### src/sv/drcrf_pkg.sv
// Shared types, constants and field-scramble functions for the DRAM chip register file.
// No dependencies; imported by every module of the block.
`default_nettype none

package drcrf_pkg;

  // Item opcodes
  typedef enum logic [1:0] {
    MODE_READ  = 2'd0,
    MODE_WRITE = 2'd1,
    MODE_XLATE = 2'd2,
    MODE_NOP   = 2'd3
  } mode_e;

  // Chip register indexes
  localparam int unsigned  REG_IDX_W     = 4;
  localparam logic [3:0]   REG_DEV_TYPE  = 4'd0;
  localparam logic [3:0]   REG_ID        = 4'd1;
  localparam logic [3:0]   REG_DELAY     = 4'd2;
  localparam logic [3:0]   REG_MODE      = 4'd3;
  localparam logic [3:0]   REG_REF_INTV  = 4'd4;
  localparam logic [3:0]   REG_REF_ROW   = 4'd5;
  localparam logic [3:0]   REG_RAS_INTV  = 4'd6;
  localparam logic [3:0]   REG_MIN_INTV  = 4'd7;
  localparam logic [3:0]   REG_ADDR_SEL  = 4'd8;
  localparam logic [3:0]   REG_MAKER     = 4'd9;

  // Configuration port
  localparam int unsigned  CFG_IDX_W      = 2;
  localparam int unsigned  CFG_DATA_W     = 6;
  localparam logic [1:0]   CFG_CHIP_COUNT = 2'd0;
  localparam logic [1:0]   CFG_CC_HIGH    = 2'd1;
  localparam logic [2:0]   CHIP_COUNT_RST = 3'd2;
  localparam logic [5:0]   CC_HIGH_RST    = 6'd15;

  // Register constants
  localparam logic [31:0]  DEVICE_TYPE  = 32'hB419_0010;
  localparam logic [31:0]  DEVICE_MAKER = 32'h0000_0500;
  localparam logic [31:0]  DELAY_RESET  = 32'h0000_0023;
  localparam logic [31:0]  DELAY_MASK   = 32'h3838_1838;
  localparam logic [31:0]  DELAY_FIXED  = 32'h0303_0203;
  localparam logic [31:0]  CCI_BITS     = 32'h00C0_C0C0;
  localparam logic [31:0]  MODE_INVERT  = 32'hC0C0_C0C0;
  localparam logic [2:0]   WDELAY_DIRECT = 3'd1;
  localparam logic [7:0]   REPEAT_MIN    = 8'd16;

  localparam int unsigned  LOW_ADDR_W = 21;
  localparam int unsigned  PHYS_W     = 23;
  localparam int unsigned  CODE_W     = 6;
  localparam int unsigned  DEV_ID_W   = 16;

  // Controller states
  typedef enum logic [2:0] {
    ST_IDLE,
    ST_LOOKUP,
    ST_EXEC,
    ST_IDENT,
    ST_DONE
  } ctrl_state_e;

  // Controller to datapath
  typedef struct packed {
    logic load;    // capture the item fields
    logic lookup;  // resolve chip, translate, clear results
    logic exec;    // perform read or write on the selected chip
    logic ident;   // refresh the identity-mapping flag
  } dp_cmd_t;

  // Datapath to controller
  typedef struct packed {
    logic ident_req;  // the write being executed touches a chip register
  } dp_status_t;

  // Device ID gathered from the scattered ID register bits
  function automatic logic [15:0] id_from_word(input logic [31:0] v);
    return {v[7], v[15:8], v[23], v[31:26]};
  endfunction

  // Current code from the inverted, scattered mode-word bits
  function automatic logic [5:0] code_from_mode(input logic [31:0] m);
    return {m[23], m[15], m[7], m[22], m[14], m[6]} ^ 6'h3F;
  endfunction

  // Mode-word bits carrying a current code
  function automatic logic [31:0] mode_from_code(input logic [5:0] c);
    logic [5:0]  ci;
    logic [31:0] r;
    ci    = ~c;
    r     = '0;
    r[6]  = ci[0];
    r[14] = ci[1];
    r[22] = ci[2];
    r[7]  = ci[3];
    r[15] = ci[4];
    r[23] = ci[5];
    return r;
  endfunction

endpackage

`default_nettype wire

### src/sv/drcrf_ctrl.sv
// Sequencing state machine of the DRAM chip register file.
// Depends on drcrf_pkg; drives drcrf_dp through dp_cmd_t.
`default_nettype none

module drcrf_ctrl import drcrf_pkg::*; (
  input  logic       clk_i,
  input  logic       rst_ni,
  input  logic       start_i,
  output logic       busy_o,
  input  dp_status_t status_i,
  output dp_cmd_t    cmd_o,
  output logic       result_valid_o
);

  ctrl_state_e state_q, state_d;

  always_ff @(posedge clk_i or negedge rst_ni) begin
    if (!rst_ni) begin
      state_q <= ST_IDLE;
    end else begin
      state_q <= state_d;
    end
  end

  always_comb begin
    state_d        = state_q;
    cmd_o          = '0;
    result_valid_o = 1'b0;
    busy_o         = 1'b1;
    unique case (state_q)
      ST_IDLE: begin
        busy_o = 1'b0;
        if (start_i) begin
          cmd_o.load = 1'b1;
          state_d    = ST_LOOKUP;
        end
      end
      ST_LOOKUP: begin
        cmd_o.lookup = 1'b1;
        state_d      = ST_EXEC;
      end
      ST_EXEC: begin
        cmd_o.exec = 1'b1;
        state_d    = status_i.ident_req ? ST_IDENT : ST_DONE;
      end
      ST_IDENT: begin
        cmd_o.ident = 1'b1;
        state_d     = ST_DONE;
      end
      ST_DONE: begin
        result_valid_o = 1'b1;
        state_d        = ST_IDLE;
      end
      default: begin
        state_d = ST_IDLE;
      end
    endcase
  end

endmodule

`default_nettype wire

### src/sv/drcrf_dp.sv
// Datapath of the DRAM chip register file: item capture, per-chip registers,
// chip search, address translate and result registers. Depends on drcrf_pkg.
`default_nettype none

module drcrf_dp import drcrf_pkg::*; #(
  parameter int unsigned NUM_CHIPS = 4
) (
  input  logic                  clk_i,
  input  logic                  rst_ni,
  input  dp_cmd_t               cmd_i,
  output dp_status_t            status_o,
  input  logic                  cfg_we_i,
  input  logic [CFG_IDX_W-1:0]  cfg_index_i,
  input  logic [CFG_DATA_W-1:0] cfg_data_i,
  input  logic [1:0]            mode_i,
  input  logic                  ri_active_i,
  input  logic [15:0]           chip_select_i,
  input  logic                  broadcast_i,
  input  logic [REG_IDX_W-1:0]  reg_index_i,
  input  logic [31:0]           write_data_i,
  input  logic [7:0]            repeat_length_i,
  input  logic [31:0]           bus_address_i,
  output logic [31:0]           read_data_o,
  output logic                  chip_hit_o,
  output logic [PHYS_W-1:0]     phys_offset_o,
  output logic                  translate_hit_o,
  output logic                  identity_mapped_o
);

  localparam int unsigned CHIP_W = (NUM_CHIPS > 1) ? $clog2(NUM_CHIPS) : 1;

  // Item fields
  mode_e                 item_mode_q;
  logic                  active_q;
  logic [15:0]           sel_q;
  logic                  bcast_q;
  logic [REG_IDX_W-1:0]  idx_q;
  logic [31:0]           wdata_q;
  logic [7:0]            rep_q;
  logic [31:0]           addr_q;

  // Configuration
  logic [2:0]            chip_count_q;
  logic [CODE_W-1:0]     cc_high_q;

  // Per-chip registers
  logic                  en_q        [NUM_CHIPS];
  logic                  auto_q      [NUM_CHIPS];
  logic [31:0]           id_q        [NUM_CHIPS];
  logic [31:0]           delay_q     [NUM_CHIPS];
  logic [31:0]           mode_word_q [NUM_CHIPS];
  logic [CODE_W-1:0]     cc_q        [NUM_CHIPS];
  logic [CODE_W-1:0]     icode_q     [NUM_CHIPS];
  logic [31:0]           ref_intv_q  [NUM_CHIPS];
  logic [31:0]           ref_row_q   [NUM_CHIPS];
  logic [31:0]           ras_intv_q  [NUM_CHIPS];
  logic [31:0]           min_intv_q  [NUM_CHIPS];
  logic [31:0]           addr_sel_q  [NUM_CHIPS];
  logic                  ident_q;

  // Lookup results
  logic                  hit_q;
  logic [CHIP_W-1:0]     chip_idx_q;
  logic [31:0]           read_data_q;
  logic                  thit_q;
  logic [PHYS_W-1:0]     phys_q;

  logic [NUM_CHIPS-1:0]  present;
  logic [DEV_ID_W-1:0]   dev_id [NUM_CHIPS];
  logic                  find_hit, seen_off, xl_hit, ident_calc;
  logic [CHIP_W-1:0]     find_idx, xl_idx;

  logic [31:0]           rd_mode, rd_value, wr_data;
  logic [CODE_W-1:0]     rd_code, wr_code;
  logic                  wr_direct, wr_ok, wr_en;

  // Item capture
  always_ff @(posedge clk_i) begin
    if (cmd_i.load) begin
      item_mode_q <= mode_e'(mode_i);
      active_q    <= ri_active_i;
      sel_q       <= chip_select_i;
      bcast_q     <= broadcast_i;
      idx_q       <= reg_index_i;
      wdata_q     <= write_data_i;
      rep_q       <= repeat_length_i;
      addr_q      <= bus_address_i;
    end
  end

  // Configuration registers
  always_ff @(posedge clk_i or negedge rst_ni) begin
    if (!rst_ni) begin
      chip_count_q <= CHIP_COUNT_RST;
      cc_high_q    <= CC_HIGH_RST;
    end else if (cfg_we_i) begin
      if (cfg_index_i == CFG_CHIP_COUNT) begin
        chip_count_q <= cfg_data_i[2:0];
      end else if (cfg_index_i == CFG_CC_HIGH) begin
        cc_high_q <= cfg_data_i;
      end
    end
  end

  always_comb begin
    for (int n = 0; n < NUM_CHIPS; n++) begin
      present[n] = 3'(n) < chip_count_q;
      dev_id[n]  = id_from_word(id_q[n]);
    end
  end

  // Chip search: first enabled match, or the first disabled chip if it matches
  always_comb begin
    find_hit = 1'b0;
    find_idx = '0;
    seen_off = 1'b0;
    for (int n = 0; n < NUM_CHIPS; n++) begin
      if (present[n] && !find_hit) begin
        if (en_q[n]) begin
          if (dev_id[n][15:1] == sel_q[15:1]) begin
            find_hit = 1'b1;
            find_idx = CHIP_W'(n);
          end
        end else if (!seen_off) begin
          seen_off = 1'b1;
          if (dev_id[n][15:1] == sel_q[15:1]) begin
            find_hit = 1'b1;
            find_idx = CHIP_W'(n);
          end
        end
      end
    end
    if (bcast_q || !active_q) begin
      find_hit = 1'b0;
    end
  end

  // Address translate: first present enabled chip whose ID pair matches
  always_comb begin
    xl_hit = 1'b0;
    xl_idx = '0;
    for (int n = 0; n < NUM_CHIPS; n++) begin
      if (!xl_hit && present[n] && en_q[n] &&
          dev_id[n][15:1] == 15'(addr_q[31:LOW_ADDR_W])) begin
        xl_hit = 1'b1;
        xl_idx = CHIP_W'(n);
      end
    end
    if (!active_q) begin
      xl_hit = 1'b0;
    end
  end

  // Register read of the selected chip
  always_comb begin
    rd_mode = mode_word_q[chip_idx_q];
    rd_code = auto_q[chip_idx_q] ? icode_q[chip_idx_q] : code_from_mode(rd_mode);
    unique case (idx_q)
      REG_DEV_TYPE: rd_value = DEVICE_TYPE;
      REG_ID:       rd_value = id_q[chip_idx_q];
      REG_DELAY:    rd_value = delay_q[chip_idx_q] | DELAY_FIXED;
      REG_MODE:     rd_value = ((rd_mode & ~CCI_BITS) | mode_from_code(rd_code)) ^ MODE_INVERT;
      REG_REF_INTV: rd_value = ref_intv_q[chip_idx_q];
      REG_REF_ROW:  rd_value = ref_row_q[chip_idx_q];
      REG_RAS_INTV: rd_value = ras_intv_q[chip_idx_q];
      REG_MIN_INTV: rd_value = min_intv_q[chip_idx_q];
      REG_ADDR_SEL: rd_value = addr_sel_q[chip_idx_q];
      REG_MAKER:    rd_value = DEVICE_MAKER;
      default:      rd_value = '0;
    endcase
    if (!en_q[chip_idx_q]) begin
      rd_value = '0;
    end
  end

  // Write gating: with a write delay other than one, drop short bursts, swap halves otherwise
  always_comb begin
    wr_direct = delay_q[chip_idx_q][5:3] == WDELAY_DIRECT;
    wr_ok     = wr_direct || (rep_q >= REPEAT_MIN);
    wr_data   = wr_direct ? wdata_q : {wdata_q[15:0], wdata_q[31:16]};
    wr_code   = code_from_mode(wr_data);
    wr_en     = cmd_i.exec && item_mode_q == MODE_WRITE && hit_q && wr_ok;
    status_o.ident_req = item_mode_q == MODE_WRITE && hit_q && wr_ok &&
                         idx_q >= REG_ID && idx_q <= REG_ADDR_SEL;
  end

  always_comb begin
    ident_calc = 1'b1;
    for (int n = 0; n < NUM_CHIPS; n++) begin
      if (present[n] && !(en_q[n] && dev_id[n] == DEV_ID_W'(2 * n) &&
                          cc_q[n] >= cc_high_q)) begin
        ident_calc = 1'b0;
      end
    end
  end

  // Per-chip register file
  always_ff @(posedge clk_i or negedge rst_ni) begin
    if (!rst_ni) begin
      for (int n = 0; n < NUM_CHIPS; n++) begin
        en_q[n]        <= 1'b0;
        auto_q[n]      <= 1'b0;
        id_q[n]        <= '0;
        delay_q[n]     <= DELAY_RESET;
        mode_word_q[n] <= '0;
        cc_q[n]        <= '0;
        icode_q[n]     <= '0;
        ref_intv_q[n]  <= '0;
        ref_row_q[n]   <= '0;
        ras_intv_q[n]  <= '0;
        min_intv_q[n]  <= '0;
        addr_sel_q[n]  <= '0;
      end
      ident_q <= 1'b0;
    end else begin
      if (wr_en) begin
        unique case (idx_q)
          REG_ID:       id_q[chip_idx_q] <= wr_data;
          REG_DELAY:    delay_q[chip_idx_q] <= wr_data & DELAY_MASK;
          REG_MODE: begin
            mode_word_q[chip_idx_q] <= wr_data;
            en_q[chip_idx_q]        <= wr_data[25];
            auto_q[chip_idx_q]      <= wr_data[31];
            cc_q[chip_idx_q]        <= wr_code;
            if (wr_data[31]) begin
              icode_q[chip_idx_q] <= wr_code;
            end
          end
          REG_REF_INTV: ref_intv_q[chip_idx_q] <= wr_data;
          REG_REF_ROW:  ref_row_q[chip_idx_q] <= wr_data;
          REG_RAS_INTV: ras_intv_q[chip_idx_q] <= wr_data;
          REG_MIN_INTV: min_intv_q[chip_idx_q] <= wr_data;
          REG_ADDR_SEL: addr_sel_q[chip_idx_q] <= wr_data;
          default: ;
        endcase
      end
      if (cmd_i.ident) begin
        ident_q <= ident_calc;
      end
    end
  end

  // Result registers
  always_ff @(posedge clk_i) begin
    if (cmd_i.lookup) begin
      hit_q       <= (item_mode_q == MODE_READ || item_mode_q == MODE_WRITE) && find_hit;
      chip_idx_q  <= find_idx;
      read_data_q <= '0;
      thit_q      <= item_mode_q == MODE_XLATE && xl_hit;
      phys_q      <= (item_mode_q == MODE_XLATE && xl_hit) ?
                     {2'(xl_idx), addr_q[LOW_ADDR_W-1:0]} : '0;
    end
    if (cmd_i.exec && item_mode_q == MODE_READ && hit_q) begin
      read_data_q <= rd_value;
    end
  end

  assign read_data_o       = read_data_q;
  assign chip_hit_o        = hit_q;
  assign phys_offset_o     = phys_q;
  assign translate_hit_o   = thit_q;
  assign identity_mapped_o = ident_q;

endmodule

`default_nettype wire

### src/sv/dram_chip_register_file.sv
// Top level of the DRAM chip register file: controller plus datapath.
// Depends on drcrf_pkg, drcrf_ctrl and drcrf_dp.
`default_nettype none

// Control register file for up to NUM_CHIPS DRAM chips. An item is taken when
// start is high while busy is low; it is a register read, a register write or
// a bus address translate, chosen by mode_i (the fourth code does nothing).
// Reads and writes address a chip by device ID, ignoring ID bit 0: the first
// present enabled chip that matches answers, and the first present disabled
// chip is tried too. Translate maps bus_address_i to chip * 2 MiB plus the low
// 21 address bits through the first enabled chip whose ID pair matches.
// The result goes out after the lookup and execute steps, and for a write that
// lands on a chip register (indexes 1 to 8) after an extra identity step that
// recomputes the identity-mapping flag; busy stays high until the result has
// gone out. The state machine walks lookup, execute, optional identity update
// and result, one step per cycle, so the next item can be taken in the cycle
// after the result. The result is marked by result_valid_o, high for a single
// cycle; the receiver cannot stall it, so capture it then. identity_mapped_o
// gives the flag after the item. Configuration writes (chip count at index 0,
// calibrated current-code threshold at index 1) are always taken (cfg_ready_o
// is tied high) and belong in idle periods only; other indexes are ignored.
// There is no clearing pass after reset.

module dram_chip_register_file import drcrf_pkg::*; #(
  parameter int unsigned NUM_CHIPS = 4
) (
  input  logic                  clk_i,
  input  logic                  rst_ni,
  // Item handshake
  input  logic                  start,
  output logic                  busy,
  output logic                  result_valid_o,
  // Configuration write channel
  input  logic                  cfg_valid_i,
  output logic                  cfg_ready_o,
  input  logic [CFG_IDX_W-1:0]  cfg_index_i,
  input  logic [CFG_DATA_W-1:0] cfg_data_i,
  // Item fields
  input  logic [1:0]            mode_i,
  input  logic                  ri_active_i,
  input  logic [15:0]           chip_select_i,
  input  logic                  broadcast_i,
  input  logic [REG_IDX_W-1:0]  reg_index_i,
  input  logic [31:0]           write_data_i,
  input  logic [7:0]            repeat_length_i,
  input  logic [31:0]           bus_address_i,
  // Result fields
  output logic [31:0]           read_data_o,
  output logic                  chip_hit_o,
  output logic [PHYS_W-1:0]     phys_offset_o,
  output logic                  translate_hit_o,
  output logic                  identity_mapped_o
);

  dp_cmd_t    dp_cmd;
  dp_status_t dp_status;

  // The user must write configuration only while idle; the block does not enforce it and always accepts it.
  assign cfg_ready_o = 1'b1;

  drcrf_ctrl u_ctrl (
    .clk_i          (clk_i),
    .rst_ni         (rst_ni),
    .start_i        (start),
    .busy_o         (busy),
    .status_i       (dp_status),
    .cmd_o          (dp_cmd),
    .result_valid_o (result_valid_o)
  );

  drcrf_dp #(
    .NUM_CHIPS (NUM_CHIPS)
  ) u_dp (
    .clk_i             (clk_i),
    .rst_ni            (rst_ni),
    .cmd_i             (dp_cmd),
    .status_o          (dp_status),
    .cfg_we_i          (cfg_valid_i && cfg_ready_o),
    .cfg_index_i       (cfg_index_i),
    .cfg_data_i        (cfg_data_i),
    .mode_i            (mode_i),
    .ri_active_i       (ri_active_i),
    .chip_select_i     (chip_select_i),
    .broadcast_i       (broadcast_i),
    .reg_index_i       (reg_index_i),
    .write_data_i      (write_data_i),
    .repeat_length_i   (repeat_length_i),
    .bus_address_i     (bus_address_i),
    .read_data_o       (read_data_o),
    .chip_hit_o        (chip_hit_o),
    .phys_offset_o     (phys_offset_o),
    .translate_hit_o   (translate_hit_o),
    .identity_mapped_o (identity_mapped_o)
  );

`ifndef SYNTHESIS
  // An accepted item holds the block busy in the next cycle.
  a_accept_busy: assert property (@(posedge clk_i) disable iff (!rst_ni)
    (start && !busy) |=> busy)
    else $error("item accepted but block not busy");

  // A result leaves only while an item is in flight, and frees the block after it.
  a_result_in_flight: assert property (@(posedge clk_i) disable iff (!rst_ni)
    result_valid_o |-> busy)
    else $error("result strobe while idle");

  a_result_release: assert property (@(posedge clk_i) disable iff (!rst_ni)
    result_valid_o |=> (!busy && !result_valid_o))
    else $error("block still busy after result");

  // A register access and a translate never both report a hit.
  a_hit_exclusive: assert property (@(posedge clk_i) disable iff (!rst_ni)
    result_valid_o |-> !(chip_hit_o && translate_hit_o))
    else $error("chip hit and translate hit together");
`endif

endmodule

`default_nettype wire
### config.mk
export PLATFORM = sky130hd
export DESIGN_NAME = dram_chip_register_file
export DESIGN_NICKNAME = d
export VERILOG_FILES = /design/src/sv/drcrf_pkg.sv /design/src/sv/drcrf_ctrl.sv /design/src/sv/drcrf_dp.sv /design/src/sv/dram_chip_register_file.sv
export SDC_FILE = /design/constraint.sdc
export NUM_CORES = 2
export LEC_CHECK = 0
export BUFFER_PORTS_ARGS = -buffer_cell sky130_fd_sc_hd__buf_2
export CELL_PAD_IN_SITES_DETAIL_PLACEMENT = 1
export CELL_PAD_IN_SITES_GLOBAL_PLACEMENT = 1
export CORE_ASPECT_RATIO = 0.6
export CORE_UTILIZATION = 42
export DETAILED_ROUTE_END_ITERATION = 16
export HOLD_SLACK_MARGIN = 0.12
export PLACE_DENSITY = 0.74
export SYNTH_ARGS = -nofsm -noshare
export SYNTH_HDL_FRONTEND = slang
export SYNTH_SLANG_ARGS = --single-unit
### constraint.sdc
create_clock -name clk_i -period 10.21 [get_ports clk_i]
set_clock_uncertainty 0.15 [all_clocks]
set_input_delay 2.042 -clock clk_i [delete_from_list [all_inputs] [get_ports clk_i]]
set_output_delay 2.042 -clock clk_i [all_outputs]
set_load 0.005 [all_outputs]
# After elaboration in Yosys (flattened, before gate mapping)
# Cells that the tools add are included.
# totals
regBits,1248
inputBits,108
elab_cells,295
# op_classes
n_lt_le_gt_ge,13
n_eq_ne,29
mux,112
bitwise_logic,7
n_reduce_logical,69
# op_table
op,count
bitwise mux 128 bit,8
2-to-1 mux 32 bit,21
binary-select mux 32 bit (select 2 bit),8
case mux 32 bit (10 select lines),1
demux 32 bit (select 2 bit),1
equality test 15 x 11 -> 1 bit,4
equality test 15 bit,4
bitwise mux 24 bit,2
2-to-1 mux 1 bit,44
logical AND 1 bit,38
"equality test 16 x 3 -> 1 bit, second input constant",2
OR 32 x 24 -> 32 bit,1
2-to-1 mux 2 bit,13
>= comparator 6 bit,4
2-to-1 mux 6 bit,4
inverter 6 bit,3
AND reduction 2 bit,9
"equality test 16 x 2 -> 1 bit, second input constant",1
"equality test 4 x 3 -> 1 bit, second input constant",4
logical NOT 16 bit,1
binary-select mux 6 bit (select 2 bit),1
demux 6 bit (select 2 bit),1
case mux 3 bit (4 select lines),1
logical NOT 1 bit,11
29 further kinds,43

# Longest topological paths before layout
# depth
depth_word,21
depth_mapped,11
mapped_depth_nobuf,9

# Cells and area by module
# A second synthesis with hierarchy kept.
# hier_totals
hier_cells,4345
hier_area_um2,49593.8
# by_module_without_submodules
module,n_inst,cells_each,area_per_inst_um2
drcrf_dp,1,4326,49427.4
drcrf_ctrl,1,17,155.1
dram_chip_register_file,1,2,11.3

# Worst setup path after synthesis
# OpenSTA, ideal clock, no wires.
# synth_path
path_type,input port to flip-flop
startpoint,input port start
endpoint,register u_dp.active_q (enable)
t_arrival_ns,5.851
required_ns,9.519
setup_slack_ns,3.668
path_stages,2
path_buffers,0
path_cell_list,inv_1 nor2_1
# synth_rtl
item,line,rtl
from (decl),dram_chip_register_file.sv:30,"input logic start,"
to (signal assigned),drcrf_dp.sv:81,active_q <= ri_active_i;
to (decl),drcrf_dp.sv:34,logic active_q;

# Worst setup path in the final report
# layout_path
startpoint,register u_dp.chip_idx_q[0]
endpoint,register u_dp.addr_sel_q[60] (netlist name)
# layout_via
elab_chain_len,8
elab_cells_between_ends,15
classes_between,order compare (2); eq/ne (1); mux (7); bitwise (1); reduce/logical (4)
# layout_rtl
item,line,rtl
from (decl),drcrf_dp.sv:63,logic [CHIP_W-1:0] chip_idx_q;
from (signal assigned),drcrf_dp.sv:247,chip_idx_q <= find_idx;
inverter 2 -> 3 bit (not written as such) (*),"drcrf_dp.sv:178, drcrf_dp.sv:233",
binary-select mux 32 bit (select 2 bit),drcrf_dp.sv:178,wr_direct = delay_q[chip_idx_q][5:3] == WDELAY_DIRECT;
2-to-1 mux 32 bit (2 in a row),n/a,
equality test 3 x 1 -> 1 bit,drcrf_dp.sv:178,
logical OR 1 bit,drcrf_dp.sv:179,wr_ok = wr_direct || (rep_q >= REPEAT_MIN);
logical AND 1 bit,drcrf_dp.sv:182,wr_en = cmd_i.exec && item_mode_q == MODE_WRITE && hit_q && wr_ok;
AND reduction 2 bit (no source line),n/a,
"to (signal, indexed assignment)",drcrf_dp.sv:233,REG_ADDR_SEL: addr_sel_q[chip_idx_q] <= wr_data;
to (decl),drcrf_dp.sv:58,logic [31:0] addr_sel_q [NUM_CHIPS];
# Every way passes the cells marked *; elsewhere a longest branch is shown, timed or not. The select of a mux whose other input is x is not followed.
# A chain may end at the register's enable or synchronous reset.

==> metrics <==
unique cell type count in the Yosys netlist=57; vias in the first global route=36,480; DRC viols=0; Gate Count Post-Synth=4,351; Post-synth EDFFs=150; setup bufs post-CTS=0; cell leakage power=23.56 nW; Post-Synth XOR/XNOR Area=0.01841; wire per inst=27.12 um; reg2reg end=u_dp.addr_sel_q[60]; Root Buffer=clkbuf_16; max-slew violations=0; Compound-Gate Fraction of Synth Area=0.1270; # setup viols final=0; Hold Crit Endpoint=u_dp.addr_sel_q[58]; actual slew at the worst max-slew pin=1211 ps; share of cells above drive strength 1=0.1752; total grt overflow=0; hold buffers post-CTS=0; kind of start point of the critical path=flop; initial core utilization=0.4238; largest family of logic cells by synthesized area=compound AO/OA/AOI/OAI gates; Req. time, crit path=10,630 ps; Post-DRT Antenna Nets=0; worst-path fanout max=76; #FFs+latches synth=1,151; fin nets=4,482; Reg clk slew, reported paths=70 ps; Max rail drop VDD=0.1556 mV; worst reg2reg path depth=10; Max Root-Sink Buffers=3; total global-route track usage=0.2762; Primary FF master, synth=dfrtp_1; post-synth top area cell=dfrtp_1; Worst Hold Class=flop to flop; DR vias=35,930; Die Y=267.9 um; Die X-Extent=445.1 um; setup TNS=0 ps; Synth top area share=0.5017; Worst Setup End Kind=flop; dpl cells=5,830; RSZ-0062 raised after global routing=false; slowest stage cell, crit path=nor4b_4; CP Data Arrival Time=6100 ps; initial antenna violation count=4; Vias/cell=5.967; PD cells=198.2 nW/um2; Layout area overhead=12.16%; fin crit share=0.5557; total of max-cap violations=0; count leader, synth=dfrtp_1; Sink Count=1,151; Max transition margin=0.1915; Initial DRC Count=3,628; CTS tree=yes; adder-cell area share of the yosys netlist=0.006069; max incr delay on CP=1000 ps; Total Routed Length=163,300 um; Setup Crit Path Kind=flop to flop; Num CTS Buffers=102; status=complete, no violations; synthesized area=49,480 um2; Period minus WS final=5674 ps; worst r2r src=u_dp.chip_idx_q[0]; H-Tree Level Count=3; reg2reg setup slack=4540 ps; Area contributors post-synth=dfrtp_1 50%, mux4_2 11%, edfxtp_1 9.1%; Resized Gates After CTS=0; largest net degree at the start of global routing=182; max frequency=176.3 MHz; die area=119,200 um2; routability congestion estimate from global placement=0.9185; Buffers on Ports=162; syn_nets=4,483; drt pass-1 iters=7; worst hold stages=2; Post-Synth Simple-Gate Area=0.1011; CP cell instances=buf_12, mux4_2, nor3b_4, buf_4, nor2_2, nor4b_4, nand2_2, buf_4, nand2_1, o21ai_0; FFs w/ async S/R, synth=0.8697; register area share after synthesis=0.5975; Hold Fails Final Rpt=0; mux cell area share after synthesis=0.1200; hold wc startpoint=u_dp.addr_sel_q[58]; post-layout util=0.4753; first-pass GRT wire length=244,700 um; FP Rows=97; Final HPWL DP=100,600 um; Crit path top cell by count=buf_4; final cell count without fillers=6,022; Core Region=116,800 um2; syn avg cell area=11.37 um2; Synth warnings=0; Synth top cells by count=992 x dfrtp_1, 932 x nand2_1, 862 x o21ai_0; Clk Latency, worst-skew pair=740 ps; # IOs=169
## power by group
group,internal [W],leakage [nW],switching (W)
clock,0.00221,1.70,0.00183
combinational,0.000534,6.51,0.00119
sequential,0.00499,15.4,0.000238
## flip-flops by register name, indices dropped and copies added (netlist names), 44 cells and up
register	count
u_dp.min_intv_q	128
u_dp.dev_id	64
u_dp.ref_row_q	128
u_dp.mode_word_q	128
u_dp.id_q	64
u_dp.ras_intv_q	128
u_dp.addr_sel_q	128
u_dp.ref_intv_q	128
u_dp.delay_q	44
## per-layer routing
metal | track usage | routed length (um)
met2 | 0.4027 | 70980
met1 | 0.4231 | 75590
met3 | 0.05848 | 13340
met4 | 0.06139 | 3404
met5 | 0 | 13
## metrics by stage
step | power, W | instance area, um2 | setup WS (ps) | hold slack (ps)
floorplan | 0.006207 | 49480 | 3668 | 291.6
global placement | 0.006977 | 52060 | 4834 | 306.0
detailed placement | 0.007019 | 52060 | 4654 | 313.3
CTS | 0.01104 | 55490 | 4627 | 329.3
global route | 0.01136 | 55490 | 4387 | 338.5
finish | 0.01100 | 55490 | 4536 | 327.3
## how the worst max path moves through the flow
stage | cells after the start | endpoint | from | slack [ps]
2_1_floorplan | 2 | u_dp.active_q | start | 3670
4_1_cts | 10 | u_dp.addr_sel_q[60] | u_dp.chip_idx_q[0] | 4630
6_report | 10 | u_dp.addr_sel_q[60] | u_dp.chip_idx_q[0] | 4540
3_5_place_dp | 10 | u_dp.addr_sel_q[60] | u_dp.chip_idx_q[0] | 4650
3_3_place_gp | 10 | u_dp.addr_sel_q[34] | u_dp.chip_idx_q[0] | 4830
5_1_grt | 10 | u_dp.addr_sel_q[60] | u_dp.chip_idx_q[0] | 4390
## cells in the final DEF (no fill, tap or decap), drive strengths merged, types with 24 or more instances in the layout
master | Yosys | layout
mux2i | 32 | 32
buf | 45 | 264
a31oi | 29 | 29
edfxtp | 150 | 150
nor4 | 32 | 32
a21oi | 139 | 139
o21ai | 876 | 876
a22oi | 62 | 62
and2 | 28 | 28
xnor2 | 55 | 55
clkbuf | 324 | 148
clkinv | 0 | 26
ha | 24 | 24
mux4 | 241 | 241
dfrtp | 992 | 992
nor2 | 147 | 147
xor2 | 49 | 49
nand2 | 932 | 932
## worst max-delay path: cells and delay by family (launching register included)
family	cells	cell delay, ps
AOI/OAI and AO/OA	1	110
buffers and inverters	3	1610
and+or+nand+nor	5	2390
DFF	1	380
muxes	1	680
## kinds of logic after synthesis
group,after synthesis
AO/OA/AOI/OAI,1172
XOR/XNOR,104
adder cells (fa/ha/maj),24
buffers and inverters,385
flip-flops,1151
multiplexers,290
other,1
AND/OR/NAND/NOR,1224
## final cells by class
cell class / instances / area (um2)
antenna: 3 / 7.507
clock buffer: 148 / 2970
clock inverter: 41 / 450.4
fill: 12370 / 61260
inverter: 16 / 60.06
multi-input combinational: 2815 / 18780
sequential: 1151 / 29560
tap: 1584 / 1982
timing repair buffer: 264 / 1674
Power figures use the tool's default switching activity.
